<file path="config.mk">
export PLATFORM = sky130hd
export DESIGN_NAME = rvt_divider
export DESIGN_NICKNAME = d
export VERILOG_FILES = /design/src/hw/rtl/rvt_pkg.sv /design/src/hw/rtl/rvt_divider.sv
export SDC_FILE = /design/constraint.sdc
export NUM_CORES = 1
export LEC_CHECK = 0
export BUFFER_PORTS_ARGS = -buffer_cell sky130_fd_sc_hd__buf_2
export CAP_MARGIN = 20
export CORE_MARGIN = 8
export CORE_UTILIZATION = 50
export DETAILED_ROUTE_END_ITERATION = 8
export PLACE_DENSITY_LB_ADDON = 0.15
export SYNTH_ARGS = -nofsm -noshare
export SYNTH_HDL_FRONTEND = slang
export SYNTH_SLANG_ARGS = --single-unit
</file>
<file path="constraint.sdc">
create_clock -name clock -period 3.4 [get_ports clock]
set_input_delay 0.51 -clock clock [delete_from_list [all_inputs] [get_ports clock]]
set_output_delay 0.51 -clock clock [all_outputs]
set_load 0.01 [all_outputs]
</file>
<file path="src/hw/rtl/rvt_pkg.sv">
// Shared constants, types and helpers for the return volatility and trend unit.
`default_nettype none
package rvt_pkg;

   // Ring geometry
   localparam int WINDOW = 100;
   localparam int SLOT_W = (WINDOW > 1) ? $clog2(WINDOW) : 1;
   localparam int CNT_W  = $clog2(WINDOW + 1);

   // Trend sums: 32-bit sample times 17-bit weight, summed over the window
   localparam int ACC_W  = 49 + $clog2(WINDOW);
   localparam int TOT_W  = 17 + $clog2(WINDOW);
   localparam int DCNT_W = $clog2(ACC_W + 1);

   localparam logic [24:0] ONE_Q24 = 25'd16777216;

   // Register reset values
   localparam logic [24:0] OMEGA_RST   = 25'd168;
   localparam logic [24:0] ALPHA_RST   = 25'd1677722;
   localparam logic [24:0] BETA_RST    = 25'd13421773;
   localparam logic [30:0] FLOOR_RST   = 31'd1678;
   localparam logic [30:0] CEILING_RST = 31'd83886080;
   localparam logic [24:0] DECAY_RST   = 25'd15938355;
   localparam logic [31:0] LAST_VOL_RST = 32'd167772;

   // Register indexes
   localparam logic [2:0] REG_OMEGA   = 3'd0;
   localparam logic [2:0] REG_ALPHA   = 3'd1;
   localparam logic [2:0] REG_BETA    = 3'd2;
   localparam logic [2:0] REG_FLOOR   = 3'd3;
   localparam logic [2:0] REG_CEILING = 3'd4;
   localparam logic [2:0] REG_DECAY   = 3'd5;

   // Divider control and status
   typedef struct packed {
      logic start;
   } div_ctrl_type;

   typedef struct packed {
      logic busy;
      logic done;
   } div_stat_type;

   // Sequencer states
   typedef enum logic [13:0] {
      S_IDLE  = 14'b00000000000001,
      S_RSQ   = 14'b00000000000010,
      S_RALO  = 14'b00000000000100,
      S_RAHI  = 14'b00000000001000,
      S_RADD  = 14'b00000000010000,
      S_LSQ   = 14'b00000000100000,
      S_LBLO  = 14'b00000001000000,
      S_LBHI  = 14'b00000010000000,
      S_LADD  = 14'b00000100000000,
      S_SQRT  = 14'b00001000000000,
      S_CLAMP = 14'b00010000000000,
      S_WALK  = 14'b00100000000000,
      S_DIV   = 14'b01000000000000,
      S_OUT   = 14'b10000000000000
   } state_type;

   // Unsigned 64-bit add that saturates at all ones
   function automatic logic [63:0] sat_add(input logic [63:0] a, input logic [63:0] b);
      logic [64:0] s;
      s = {1'b0, a} + {1'b0, b};
      return s[64] ? {64{1'b1}} : s[63:0];
   endfunction

   // Join split partial products, wrapping at 64 bits
   function automatic logic [63:0] join_term(input logic [44:0] hi, input logic [44:0] lo);
      logic [65:0] s;
      s = {1'b0, hi, 20'd0} + {21'd0, lo};
      return s[63:0];
   endfunction

endpackage
`default_nettype wire

</file>
<file path="src/hw/rtl/rvt_divider.sv">
// Iterative signed-by-unsigned divider, one quotient bit per cycle, truncating toward zero.
`default_nettype none
module rvt_divider (
   input  wire logic                          clock,
   input  wire logic                          reset,
   input  wire rvt_pkg::div_ctrl_type         ctrl,
   input  wire logic signed [rvt_pkg::ACC_W-1:0] dividend,
   input  wire logic [rvt_pkg::TOT_W-1:0]     divisor,
   output rvt_pkg::div_stat_type              stat,
   output logic [31:0]                        quotient
);

   logic                        busy_ff, busy_in;
   logic                        done_ff, done_in;
   logic                        neg_ff, neg_in;
   logic [rvt_pkg::DCNT_W-1:0]  cnt_ff, cnt_in;
   logic [rvt_pkg::ACC_W-1:0]   num_ff, num_in;
   logic [rvt_pkg::TOT_W-1:0]   rem_ff, rem_in;
   logic [rvt_pkg::TOT_W-1:0]   den_ff, den_in;
   logic [31:0]                 quot_ff, quot_in;
   logic [rvt_pkg::TOT_W:0]     rem_sh;
   logic [rvt_pkg::ACC_W-1:0]   mag;
   logic [rvt_pkg::ACC_W-1:0]   q_signed;

   assign mag      = dividend[rvt_pkg::ACC_W-1] ? (~dividend + 1'b1) : dividend;
   assign rem_sh   = {rem_ff, num_ff[rvt_pkg::ACC_W-1]};
   assign q_signed = neg_ff ? (~num_ff + 1'b1) : num_ff;

   // Shift and subtract one bit per cycle
   always_comb begin
      busy_in = busy_ff;
      done_in = 1'b0;
      neg_in  = neg_ff;
      cnt_in  = cnt_ff;
      num_in  = num_ff;
      rem_in  = rem_ff;
      den_in  = den_ff;
      quot_in = quot_ff;
      if (ctrl.start) begin
         busy_in = 1'b1;
         neg_in  = dividend[rvt_pkg::ACC_W-1];
         num_in  = mag;
         rem_in  = '0;
         den_in  = divisor;
         cnt_in  = rvt_pkg::DCNT_W'(rvt_pkg::ACC_W);
      end else if (busy_ff) begin
         if (cnt_ff == '0) begin
            busy_in = 1'b0;
            done_in = 1'b1;
            quot_in = q_signed[31:0];
         end else begin
            if (rem_sh >= {1'b0, den_ff}) begin
               rem_in = rvt_pkg::TOT_W'(rem_sh - {1'b0, den_ff});
               num_in = {num_ff[rvt_pkg::ACC_W-2:0], 1'b1};
            end else begin
               rem_in = rem_sh[rvt_pkg::TOT_W-1:0];
               num_in = {num_ff[rvt_pkg::ACC_W-2:0], 1'b0};
            end
            cnt_in = cnt_ff - 1'b1;
         end
      end
   end

   // Hold control under reset, payload free
   always_ff @(posedge clock) begin
      if (reset) begin
         busy_ff <= 1'b0;
         done_ff <= 1'b0;
      end else begin
         busy_ff <= busy_in;
         done_ff <= done_in;
      end
      neg_ff  <= neg_in;
      cnt_ff  <= cnt_in;
      num_ff  <= num_in;
      rem_ff  <= rem_in;
      den_ff  <= den_in;
      quot_ff <= quot_in;
   end

   assign stat.busy = busy_ff;
   assign stat.done = done_ff;
   assign quotient  = quot_ff;

endmodule
`default_nettype wire
</file>
==> results.md <==
- Setup crit end kind: flip-flop
- Worst R2R Start: num_ff[9]
- Met3 routed WL: roughly 1100 um
- Die width: approximately 150 um
- Layout cell share with drive strength beyond 1: about a fifth
- R2R cell count: 8
- Max Freq: 0.304 GHz
- Hold Fails Final Rpt: 0
- Top sig layer: met4
- Pwr dens: 472 nW/um2
- Number of synthesized register bits: 145
- Pwr Total: 0.00474 W
- EDFF count, synth: between 100 and 150
- Clock insertion delay at the later pin of the skew report: ~0.43 ns
- Slew Limit Fails: 0
- RSZ-0062 raised after global routing: yes
- Vias in the first global route: 6400
- Top-count cell post-synth: edfxtp_1
- Worst setup path start: num_ff[9]
- Period minus WS final: 3.28 ns
- Least-Margin Pin Slew: 1.13 ns
- Worst Path Required: 3.57 ns
- Worst setup path end: quotient[27]
- Port Buffer Count: ~120
- Slew margin rel.: between 20% and 30%
- Total CTS buffers: 17
- Routed len/inst: 16.2 um
- Initial Utilization: 51.0%
- Global route total overflow: 0
- Sequential fraction of the synthesis area: 47.7%
- Die area: 21300 um2
- Synth area leaders: edfxtp_1 40%, dfxtp_1 7.6%, xor2_1 5.8%
- Synth cell count leaders: 113 x edfxtp_1, 85 x nor2_1, 78 x a21oi_1
- Worst R2R Setup Slack: around 0.12 ns
- Area delta synth->final: 18.7%
- Final #Nets: 1094
- Crit-path max FO: 4
- Clk_skew: 0.0110 ns
- Core region area: 16600 um2
- Ys flop type: edfxtp_1
- Metal1 wirelength: 10000 um
- Crit share post-route: between 90% and 100%
- Htree depth: 4
- DR vias/cell: 5.56
- Largest net degree at the start of global routing: 141
- CTS root buf: clkbuf_16
- Arrival time at the worst endpoint: 3.46 ns
- Via count: 6760
- DRT Pass-1 Iters: 5
- Clock-pin slew on the worst setup and hold paths: about 0.06 ns
- Rows: 47
- Status: complete, no violations
- Crit path kind: reg -> reg
- Clock Sinks: 145
- Leak pwr: between 3 and 4 nW
- Critical path startpoint category: flip-flop
- Initial antenna violation count: 1
- Wire length on met2: 8350 um
- R2R Path End: quotient[27]
- Tot GR Track Use: a little under a fifth
- DRC errors left: 0
- CTS tree: built
- Worst hold path type: in -> reg
- Final design utilization: 60.5%
- Syn Area/Cell: 9.81 um2
- Fin Setup TNS: 0 ns
- Post-Synthesis Cell Area: 8450 um2
- Drt initial violations: 447
- Worst vdd ir: 0.412 mV
- Post-CTS setup buffer count: 0
- Max Cap Viol: 0
- Clock Path Buffers: 2
- Die H: around 150 um
- Residual antenna-violating net count after detailed routing: 0
- Number of I/O pins: 117
- Yosys top cell by area: edfxtp_1
- Endpoints failing setup: 0
- Routed wire length: roughly 20000 um
- Hold_ws: 0.259 ns
- Synth Net Count: 974
- Routability cong.: roughly 0.86
- Post-synth top area share: 40.1%
- Mapped Cells: ~860
- Yosys warns: 0
- First-pass GRT wire length: roughly 33000 um
- Asr flop ratio synth: 0%
- Hpwl dp: 14100 um
- Distinct cells, synth: 61
final cells by class:
class | instances | area, um2
Antenna cell | 1 | 2.50
Clock buffer | 21 | 450
Clock inverter | 11 | 188
Fill cell | 1449 | 6550
Inverter | 40 | 150
Multi-Input combinational cell | 634 | 4120
Sequential cell | 145 | 4030
Tap cell | 220 | 275
Timing Repair Buffer | 144 | 818
registers in the layout, indices dropped and copies added (netlist names):
register,flops
cnt_ff,6
rem_ff,24
neg_ff,1
den_ff,24
done_ff,1
quotient,32
num_ff,56
busy_ff,1
metal layers:
layer  vias up  global-route usage (%)
li1       3388                       -
met5         -                       0
met2       188                    26.7
met1      3166                    27.0
met3        18                    4.33
met4         0                    5.82
how the worst min path moves through the flow:
stage	from	endpoint	slack, ns	depth (start not counted)
floorplan	rem_ff[8]	rem_ff[8]	0.45	2
global placement	rem_ff[7]	rem_ff[7]	0.47	2
detailed placement	rem_ff[8]	rem_ff[8]	0.48	2
CTS	divisor[20]	den_ff[20]	0.24	1
global route	divisor[20]	den_ff[20]	0.24	1
finish	divisor[20]	den_ff[20]	0.26	1
logic make-up after synthesis:
kind of cell	synth area share (%)
fa+ha+maj	4.38
mux	0.252
simple gates	16.2
xor+xnor	11.0
flops	47.7
compound gates	16.7
buf+inv	3.80
critical path: stages, from the launching register on:
cell	delay [ns]
edfxtp_1	0.42
or3_1	0.44
or4_1	0.46
or2_1	0.26
or3_1	0.36
or3_1	0.35
or3_4	0.38
o31ai_1	0.26
xnor2_1	0.10
power by group:
part | leakage, nW | switching [W] | total (W) | internal (W)
sequential | 1.34 | 0.0000818 | 0.00215 | 0.00206
combinational | 2.19 | 0.000311 | 0.000552 | 0.000241
clock | 0.303 | 0.000721 | 0.00204 | 0.00132
layout by cell type (no fill, tap or decap), types with 13 or more instances in the layout:
cell type | Yosys | final
xor2_1 | 56 | 56
xnor2_1 | 50 | 50
a21oi_1 | 78 | 77
or3_1 | 14 | 14
dfxtp_1 | 32 | 32
inv_1 | 40 | 39
o31ai_1 | 33 | 32
o21ai_0 | 46 | 46
edfxtp_1 | 113 | 113
nand2_1 | 62 | 62
buf_2 | 2 | 115
nor3_1 | 18 | 18
buf_4 | 2 | 27
ha_1 | 28 | 28
o211ai_1 | 13 | 13
nand4_1 | 22 | 22
nand2b_1 | 17 | 17
nor2_1 | 85 | 83
clkbuf_16 | 0 | 17
stage by stage:
stage | setup slack (ns) | instance area [um2] | instances
floorplan | 0.0853 | 8450 | 862
global placement | -0.0176 | 9390 | 1183
detailed placement | -0.0633 | 9390 | 1183
CTS | 0.126 | 10000 | 1215
global route | -0.0116 | 10000 | 1216
finish | 0.115 | 10000 | 1216
repair_timing:
item	in CTS	in global routing
gates resized for setup	0	1
hold buffers	0	0
endpoints found under the setup margin	0	3
Power figures use the tool's default switching activity.
